`config.mk`:
```
export PLATFORM = sky130hd
export DESIGN_NAME = sql_transaction_keyword_classifier
export DESIGN_NICKNAME = d
export VERILOG_FILES = /design/src/sv/stkc_pkg.sv /design/src/sv/sql_transaction_keyword_classifier.sv /design/src/sv/stkc_front.sv /design/src/sv/stkc_queue.sv /design/src/sv/stkc_back.sv
export SDC_FILE = /design/constraint.sdc
export NUM_CORES = 1
export LEC_CHECK = 0
export BUFFER_PORTS_ARGS = -buffer_cell sky130_fd_sc_hd__buf_2
export CORE_ASPECT_RATIO = 2
export CORE_MARGIN = 2
export CORE_UTILIZATION = 57
export CTS_BUF_LIST = sky130_fd_sc_hd__clkbuf_8
export CTS_CLUSTER_DIAMETER = 30
export DETAILED_ROUTE_END_ITERATION = 6
export PLACE_DENSITY = 0.75
export SKIP_LAST_GASP = 1
export SYNTH_ARGS = -nofsm -noshare
export SYNTH_HDL_FRONTEND = slang
export SYNTH_SLANG_ARGS = --single-unit
```
`constraint.sdc`:
```
create_clock -name clk -period 4.79 [get_ports clk]
set_input_delay 0.958 -clock clk [delete_from_list [all_inputs] [get_ports clk]]
set_output_delay 0.958 -clock clk [all_outputs]
set_load 0.005 [all_outputs]
```
`src/sv/stkc_pkg.sv`:
```
// types and constants shared by the keyword classifier modules
`timescale 1ns / 1ps
`default_nettype none
package stkc_pkg;

	typedef enum logic [2:0] {
		PH_SKIP,
		PH_DASH,
		PH_LINE,
		PH_SLASH,
		PH_BLOCK,
		PH_BLOCK_STAR,
		PH_WORD,
		PH_DONE
	} scan_phase_t;

	typedef enum logic [2:0] {
		CC_WS,
		CC_EOL,
		CC_DASH,
		CC_SLASH,
		CC_STAR,
		CC_LETTER,
		CC_OTHER
	} char_class_t;

	typedef enum logic [2:0] {
		KW_NONE,
		KW_BEGIN,
		KW_START,
		KW_COMMIT,
		KW_END,
		KW_ROLLBACK,
		KW_ABORT
	} kw_code_t;

	typedef struct packed {
		char_class_t cls;
		logic [7:0]  ch;
		logic        last;
	} cls_item_t;

	localparam logic [7:0] CH_TAB   = 8'h09;
	localparam logic [7:0] CH_LF    = 8'h0A;
	localparam logic [7:0] CH_CR    = 8'h0D;
	localparam logic [7:0] CH_SPACE = 8'h20;
	localparam logic [7:0] CH_DASH  = 8'h2D;
	localparam logic [7:0] CH_SLASH = 8'h2F;
	localparam logic [7:0] CH_STAR  = 8'h2A;
	localparam logic [7:0] CH_UC_A  = 8'h41;
	localparam logic [7:0] CH_UC_Z  = 8'h5A;
	localparam logic [7:0] CH_LC_A  = 8'h61;
	localparam logic [7:0] CH_LC_Z  = 8'h7A;
	localparam logic [7:0] CASE_BIT = 8'h20;

	localparam int KW_COUNT    = 6;
	localparam int KW_TEXT_LEN = 8;

	// right-aligned text, first letter in the highest used byte
	localparam logic [8*KW_TEXT_LEN-1:0] KW_TEXT [KW_COUNT] = '{
		64'("begin"), 64'("start"), 64'("commit"),
		64'("end"), 64'("rollback"), 64'("abort")
	};
	localparam logic [3:0] KW_LEN [KW_COUNT] = '{4'd5, 4'd5, 4'd6, 4'd3, 4'd8, 4'd5};

endpackage
`default_nettype wire

```
`src/sv/sql_transaction_keyword_classifier.sv`:
```
// top level of the sql transaction keyword classifier
//
//  channel | direction | handshake            | payload
//  --------+-----------+----------------------+-------------------------------------
//  in      | in        | in_valid / in_ready  | char_byte, last_byte
//  out     | out       | out_valid / out_ready| keyword_code, is_transaction_control
//
// one byte item is taken per cycle while in_ready is high; the front classifies it in
// the same cycle and the back scans it from the two-entry queue once it is stored, so a
// statement's result is registered after its last byte is popped from the queue
// reset puts the scanner in the leading-whitespace phase with an empty word and no result
// a held result only stalls the back on a final byte; other bytes keep flowing
// the queue absorbs back-end stalls until both of its entries are full; then in_ready drops
`timescale 1ns / 1ps
`default_nettype none
module sql_transaction_keyword_classifier #(
	parameter int MAX_KEYWORD_LEN = 8
) (
	input  wire logic       clk,
	input  wire logic       arst_n,
	input  wire logic       in_valid,
	output logic            in_ready,
	input  wire logic [7:0] char_byte,
	input  wire logic       last_byte,
	output logic            out_valid,
	input  wire logic       out_ready,
	output logic [2:0]      keyword_code,
	output logic            is_transaction_control
);

	// classified byte from the front
	stkc_pkg::cls_item_t front_item;
	// head of the queue, towards the back
	stkc_pkg::cls_item_t q_item;
	logic                q_valid;
	logic                q_ready;

	// character class and case folding
	stkc_front u_front (
		.char_byte (char_byte),
		.last_byte (last_byte),
		.item      (front_item)
	);

	// decouples the front from stalls at the result register
	stkc_queue u_queue (
		.clk        (clk),
		.arst_n     (arst_n),
		.push_valid (in_valid),
		.push_ready (in_ready),
		.push_item  (front_item),
		.pop_valid  (q_valid),
		.pop_ready  (q_ready),
		.pop_item   (q_item)
	);

	// comment skipping, word capture, keyword match and result register
	stkc_back #(
		.MAX_KEYWORD_LEN (MAX_KEYWORD_LEN)
	) u_back (
		.clk                    (clk),
		.arst_n                 (arst_n),
		.q_valid                (q_valid),
		.q_ready                (q_ready),
		.q_item                 (q_item),
		.out_valid              (out_valid),
		.out_ready              (out_ready),
		.keyword_code           (keyword_code),
		.is_transaction_control (is_transaction_control)
	);

endmodule
`default_nettype wire

```
`src/sv/stkc_front.sv`:
```
// front end: sorts each incoming byte into a character class and folds case
`timescale 1ns / 1ps
`default_nettype none
module stkc_front (
	input  wire logic [7:0]        char_byte,
	input  wire logic              last_byte,
	output stkc_pkg::cls_item_t    item
);

	logic is_upper;
	logic is_lower;

	assign is_upper = (char_byte >= stkc_pkg::CH_UC_A) && (char_byte <= stkc_pkg::CH_UC_Z);
	assign is_lower = (char_byte >= stkc_pkg::CH_LC_A) && (char_byte <= stkc_pkg::CH_LC_Z);

	always_comb begin
		item.last = last_byte;
		item.ch   = is_upper ? (char_byte | stkc_pkg::CASE_BIT) : char_byte;
		if (char_byte == stkc_pkg::CH_LF || char_byte == stkc_pkg::CH_CR) begin
			item.cls = stkc_pkg::CC_EOL;
		end else if (char_byte == stkc_pkg::CH_SPACE ||
				(char_byte >= stkc_pkg::CH_TAB && char_byte <= stkc_pkg::CH_CR)) begin
			item.cls = stkc_pkg::CC_WS;
		end else if (char_byte == stkc_pkg::CH_DASH) begin
			item.cls = stkc_pkg::CC_DASH;
		end else if (char_byte == stkc_pkg::CH_SLASH) begin
			item.cls = stkc_pkg::CC_SLASH;
		end else if (char_byte == stkc_pkg::CH_STAR) begin
			item.cls = stkc_pkg::CC_STAR;
		end else if (is_upper || is_lower) begin
			item.cls = stkc_pkg::CC_LETTER;
		end else begin
			item.cls = stkc_pkg::CC_OTHER;
		end
	end

endmodule
`default_nettype wire

```
`src/sv/stkc_queue.sv`:
```
// two-entry queue of classified bytes between front and back
`timescale 1ns / 1ps
`default_nettype none
module stkc_queue (
	input  wire logic                clk,
	input  wire logic                arst_n,
	input  wire logic                push_valid,
	output logic                     push_ready,
	input  wire stkc_pkg::cls_item_t push_item,
	output logic                     pop_valid,
	input  wire logic                pop_ready,
	output stkc_pkg::cls_item_t      pop_item
);

	stkc_pkg::cls_item_t entries_q [2];
	logic                wr_ptr_q;
	logic                rd_ptr_q;
	logic [1:0]          count_q;
	logic                push;
	logic                pop;

	assign push_ready = (count_q != 2'd2);
	assign pop_valid  = (count_q != 2'd0);
	assign pop_item   = entries_q[rd_ptr_q];
	assign push       = push_valid && push_ready;
	assign pop        = pop_valid && pop_ready;

	always_ff @(posedge clk) begin
		if (push) begin
			entries_q[wr_ptr_q] <= push_item;
		end
	end

	always_ff @(posedge clk or negedge arst_n) begin
		if (!arst_n) begin
			wr_ptr_q <= 1'b0;
			rd_ptr_q <= 1'b0;
			count_q  <= 2'd0;
		end else begin
			if (push) begin
				wr_ptr_q <= ~wr_ptr_q;
			end
			if (pop) begin
				rd_ptr_q <= ~rd_ptr_q;
			end
			if (push && !pop) begin
				count_q <= count_q + 2'd1;
			end else if (pop && !push) begin
				count_q <= count_q - 2'd1;
			end
		end
	end

endmodule
`default_nettype wire

```
`src/sv/stkc_back.sv`:
```
// back end: scan state machine, letter store, keyword match and result register
`timescale 1ns / 1ps
`default_nettype none
module stkc_back #(
	parameter int MAX_KEYWORD_LEN = 8
) (
	input  wire logic                clk,
	input  wire logic                arst_n,
	input  wire logic                q_valid,
	output logic                     q_ready,
	input  wire stkc_pkg::cls_item_t q_item,
	output logic                     out_valid,
	input  wire logic                out_ready,
	output logic [2:0]               keyword_code,
	output logic                     is_transaction_control
);

	localparam int LEN_W = $clog2(MAX_KEYWORD_LEN + 1);
	localparam int IDX_W = $clog2(MAX_KEYWORD_LEN);

	stkc_pkg::scan_phase_t phase_q;
	stkc_pkg::scan_phase_t phase_step;
	logic [7:0]            chars_q [MAX_KEYWORD_LEN];
	logic [LEN_W-1:0]      length_q;
	logic                  overflow_q;
	logic                  out_valid_q;
	stkc_pkg::kw_code_t    code_q;

	logic                  pop;
	logic                  take;
	logic                  store;
	logic                  overflow_set;
	logic [7:0]            eff_chars [MAX_KEYWORD_LEN];
	logic [LEN_W-1:0]      eff_len;
	logic                  eff_ovf;
	logic                  word_ok;
	logic [stkc_pkg::KW_COUNT-1:0] hit;
	stkc_pkg::kw_code_t    match_code;

	assign q_ready = !q_item.last || !out_valid_q || out_ready;
	assign pop     = q_valid && q_ready;

	// next state of the scanner
	always_comb begin
		phase_step = phase_q;
		unique case (phase_q)
			stkc_pkg::PH_SKIP: begin
				unique case (q_item.cls) inside
					stkc_pkg::CC_WS, stkc_pkg::CC_EOL: phase_step = stkc_pkg::PH_SKIP;
					stkc_pkg::CC_DASH:   phase_step = stkc_pkg::PH_DASH;
					stkc_pkg::CC_SLASH:  phase_step = stkc_pkg::PH_SLASH;
					stkc_pkg::CC_LETTER: phase_step = stkc_pkg::PH_WORD;
					default:             phase_step = stkc_pkg::PH_DONE;
				endcase
			end
			stkc_pkg::PH_DASH: begin
				phase_step = (q_item.cls == stkc_pkg::CC_DASH) ?
					stkc_pkg::PH_LINE : stkc_pkg::PH_DONE;
			end
			stkc_pkg::PH_LINE: begin
				if (q_item.cls == stkc_pkg::CC_EOL) begin
					phase_step = stkc_pkg::PH_SKIP;
				end
			end
			stkc_pkg::PH_SLASH: begin
				phase_step = (q_item.cls == stkc_pkg::CC_STAR) ?
					stkc_pkg::PH_BLOCK : stkc_pkg::PH_DONE;
			end
			stkc_pkg::PH_BLOCK: begin
				if (q_item.cls == stkc_pkg::CC_STAR) begin
					phase_step = stkc_pkg::PH_BLOCK_STAR;
				end
			end
			stkc_pkg::PH_BLOCK_STAR: begin
				if (q_item.cls == stkc_pkg::CC_SLASH) begin
					phase_step = stkc_pkg::PH_SKIP;
				end else if (q_item.cls != stkc_pkg::CC_STAR) begin
					phase_step = stkc_pkg::PH_BLOCK;
				end
			end
			stkc_pkg::PH_WORD: begin
				if (q_item.cls != stkc_pkg::CC_LETTER) begin
					phase_step = stkc_pkg::PH_DONE;
				end
			end
			stkc_pkg::PH_DONE: phase_step = stkc_pkg::PH_DONE;
			default:           phase_step = stkc_pkg::PH_DONE;
		endcase
	end

	// scanner outputs: letter capture
	always_comb begin
		take = 1'b0;
		unique case (phase_q) inside
			stkc_pkg::PH_SKIP, stkc_pkg::PH_WORD: take = (q_item.cls == stkc_pkg::CC_LETTER);
			default: take = 1'b0;
		endcase
		store        = take && (length_q < LEN_W'(MAX_KEYWORD_LEN));
		overflow_set = take && !store;
	end

	// word as it stands after this byte
	always_comb begin
		for (int i = 0; i < MAX_KEYWORD_LEN; i++) begin
			eff_chars[i] = (store && length_q[IDX_W-1:0] == IDX_W'(i)) ? q_item.ch : chars_q[i];
		end
		eff_len = length_q + LEN_W'(store);
		eff_ovf = overflow_q | overflow_set;
		word_ok = (phase_step == stkc_pkg::PH_WORD || phase_step == stkc_pkg::PH_DONE) &&
			(eff_len != '0) && !eff_ovf;
	end

	always_comb begin
		for (int k = 0; k < stkc_pkg::KW_COUNT; k++) begin
			hit[k] = (eff_len == LEN_W'(stkc_pkg::KW_LEN[k]));
			for (int i = 0; i < stkc_pkg::KW_TEXT_LEN; i++) begin
				if (i < int'(stkc_pkg::KW_LEN[k])) begin
					hit[k] = hit[k] && (eff_chars[i] ==
						stkc_pkg::KW_TEXT[k][(int'(stkc_pkg::KW_LEN[k]) - 1 - i) * 8 +: 8]);
				end
			end
		end
	end

	// lowest matching entry wins
	always_comb begin
		match_code = stkc_pkg::KW_NONE;
		if (word_ok) begin
			for (int k = stkc_pkg::KW_COUNT - 1; k >= 0; k--) begin
				if (hit[k]) begin
					match_code = stkc_pkg::kw_code_t'(3'(k + 1));
				end
			end
		end
	end

	always_ff @(posedge clk) begin
		if (pop && store) begin
			chars_q[length_q[IDX_W-1:0]] <= q_item.ch;
		end
		if (pop && q_item.last) begin
			code_q <= match_code;
		end
	end

	always_ff @(posedge clk or negedge arst_n) begin
		if (!arst_n) begin
			phase_q     <= stkc_pkg::PH_SKIP;
			length_q    <= '0;
			overflow_q  <= 1'b0;
			out_valid_q <= 1'b0;
		end else begin
			if (pop) begin
				if (q_item.last) begin
					phase_q    <= stkc_pkg::PH_SKIP;
					length_q   <= '0;
					overflow_q <= 1'b0;
				end else begin
					phase_q    <= phase_step;
					length_q   <= eff_len;
					overflow_q <= eff_ovf;
				end
			end
			if (pop && q_item.last) begin
				out_valid_q <= 1'b1;
			end else if (out_ready) begin
				out_valid_q <= 1'b0;
			end
		end
	end

	assign out_valid              = out_valid_q;
	assign keyword_code           = code_q;
	assign is_transaction_control = (code_q != stkc_pkg::KW_NONE);

endmodule
`default_nettype wire

```
==> run_results.csv <==
group,metric,value,unit
synth,avgSynthCellArea,11.2,um^2
synth,yosys_warnings,0,
power_and_ir_drop,p_leak,1.96,nW
synth,synth_area_leaders,"edfxtp_1 51%, dfrtp_1 6.1%, nor3_1 2.8%",
synth,syn-num-nets,495,
status,outcome,"completed",
detailed_routing,wl,15.8,mm
sta,setup_violations,0,
floorplan,coreArea,0.00926,mm^2
grt,grt_usage,32.4,%
sta,max_slew_margin,23.0,%
power_and_ir_drop,power_density,478,mW/mm^2
sta,slew_violations,0,
synth,netlist_area,0.00535,mm^2
synth,synth_cell_type_count,64,
placed_design,hpwl,12.0,mm
finish,areaGrowthSynthToFinish,7.24,%
cts,ctsHoldBuffers,0,
cts,cts_setup_buffers,0,
cts,htree_levels,3,
finish,drive_gt1_share,11.7,%
grt,grt_pass1_wl,23.7,mm
sta,setup_tns,0,ps
critical_path,crit_type,"register to register",
detailed_routing,via_per_inst,6.92,
grt,antenna_found_initial,0,
placed_design,postPlaceCellArea,0.00557,mm^2
critical_path,startpoint_type,"register",
synth,async_flop_share,12.5,%
placed_design,port_buffers,18,
finish,insertedDiodeCount,0,
floorplan,die_h,141,um
floorplan,initial_core_util,57.8,%
cts,cts_root_buf,"clkbuf_8",
synth,ys.flop_type,"edfxtp_1",
cts,cts_tree,"done",
synth,synth.most_common_cell,"edfxtp_1",
sta,rsz0062_at_grt,"false",
critical_path,required,4930,ps
critical_path,rr_endpoint,"u_back.keyword_code[2]",
critical_path,endpoint_kind,"register",
sta,hold_ws,456,ps
power_and_ir_drop,finalPower,2.75,mW
detailed_routing,wl_per_cell,26.1,um
finish,multi_input_area,0.00214,mm^2
synth,synth-seq-area-share,57.1,%
cts,path_clk_slew,100,ps
sta,worstMarginPinSlew,1150,ps
finish,fin_cells,607,
finish,fill_cells,776,
finish,ff_latch_area,0.00306,mm^2
critical_path,cp_max_fo,7,
finish,nets,515,
grt,grt_max_degree,23,
cts,cts.sinks,104,
sta,finClkSkew,13.1,ps
floorplan,die_x,72.5,um
grt,grt_overflow,0,
sta,fmax,0.241,GHz
synth,synth_top_area_share,51.0,%
detailed_routing,drtIter0Drc,381,
sta,hold_viol_final,0,
placed_design,routabilityCongestion,1.09,
grt,grt_pass1_vias,4181,
finish,fin_area,0.00574,mm^2
critical_path,r2r_slack,630,ps
synth,syn_inst,479,
synth,ys_seq_elements,104,
power_and_ir_drop,worst_ir_drop_vdd,0.385,mV
critical_path,r2r-start,"u_queue.rd_ptr_q",
detailed_routing,num_vias,4203,
detailed_routing,drcViolationCount,0,
synth,synth_top_cell_by_area,"edfxtp_1",
sta,fin_crit,4160,ps
detailed_routing,antenna_left,0,
job,drv_cap,0,
cts,cts_buffers,9,
critical_path,crit_arrival,4290,ps
critical_path,rr_worst_depth,12,
cts,clock_latency,390,ps
detailed_routing,dr.pass1.iters,6,
floorplan,num_rows,50,
synth,synthTopCellsByCount,"91 x edfxtp_1, 35 x nand2_1, 33 x nor2_1",
floorplan,num_io_pins,19,
min_path,min_path_type,"input port to asynchronous set/reset pin",
placed_design,place_inst,592,
sta,min_period_over_period,86.7,%
cts,clock_path_buffers,2,
synth,synth_edf_count,91,
cts,ctsResizeCount,0,
floorplan,die_area,0.0102,mm^2
==> per-layer routing <==
layer	routed length, um	vias up	track usage [%]
met4	1300	0	22.6
met5	0	-	0
met3	798	70	5.29
met1	5250	2027	33.1
met2	8490	201	57.7
li1	-	1905	-
==> registers in the layout, summed over array words and instances (netlist names) <==
signal / count
u_back.chars_q: 64
u_queue.entries_q: 24
u_back.length_q: 4
u_back.keyword_code: 3
u_back.phase_q: 3
u_queue.count_q: 2
u_back.out_valid: 1
u_back.overflow_q: 1
u_queue.rd_ptr_q: 1
u_queue.wr_ptr_q: 1
==> report_power, final <==
group,leakage (nW),internal (mW),switching [mW]
Clock,0.0838,0.193,0.313
Sequential,0.990,1.18,0.111
Combinational,0.884,0.288,0.659
==> how the worst max path moves through the flow <==
stage / start / to / slack [ps] / cells after the start
floorplan: u_queue.rd_ptr_q / u_back.keyword_code[2] / 1180 / 14
global placement: u_queue.rd_ptr_q / u_back.keyword_code[2] / 890 / 12
detailed placement: u_queue.rd_ptr_q / u_back.keyword_code[2] / 850 / 12
CTS: u_queue.rd_ptr_q / u_back.keyword_code[2] / 820 / 12
global route: u_queue.rd_ptr_q / u_back.keyword_code[2] / 410 / 12
finish: u_queue.rd_ptr_q / u_back.keyword_code[2] / 630 / 12
==> logic make-up (layout without fill, tap and decap cells) <==
family | after synthesis | count (layout) | share of synthesized area [%]
buffers and inverters | 36 | 60 | 2.83
xor gates and xnor gates | 8 | 8 | 1.31
DFF | 104 | 104 | 57.1
AOI/OAI and AO/OA | 107 | 107 | 13.3
muxes | 18 | 18 | 3.62
adders and majority gates | 3 | 3 | 0.701
and+or+nand+nor | 203 | 203 | 21.1
==> cell usage in the layout, fill, tap and decap left out, drive strengths merged, types with 10 or more instances in the layout <==
master / count
nor2: 33
dfrtp: 13
nand2: 35
nand3b: 10
nor4: 12
inv: 18
a21oi: 19
nand3: 23
buf: 29
o21ai: 27
mux2i: 13
edfxtp: 91
nand4: 12
nor3: 30
==> stage by stage <==
stage                     util (%)  setup WS [ps]
after global placement        60.1            891
final                         62.0            635
after global routing          62.0            409
after CTS                     62.0            824
after floorplan                  -           1180
after detailed placement      60.1            853
==> final cells by class <==
class                           instances  area share, %
Clock inverter                          6          0.915
Multi-Input combinational cell        339           37.4
Clock buffer                            9           2.16
Inverter                               16           1.05
Timing Repair Buffer                   29           3.01
Sequential cell                       104           53.3
Tap cell                              104           2.27
==> worst max-delay path, stage by stage, from the launching register on <==
cell	delay [ps]
dfrtp_1	520
mux2_4	380
or4_1	530
nor3_1	160
ha_1	200
ha_1	220
xor2_1	290
nand2b_1	200
a221o_1	310
a211oi_1	520
nand4_1	290
o41a_1	180
o311a_1	110
Power figures use the tool's default switching activity.
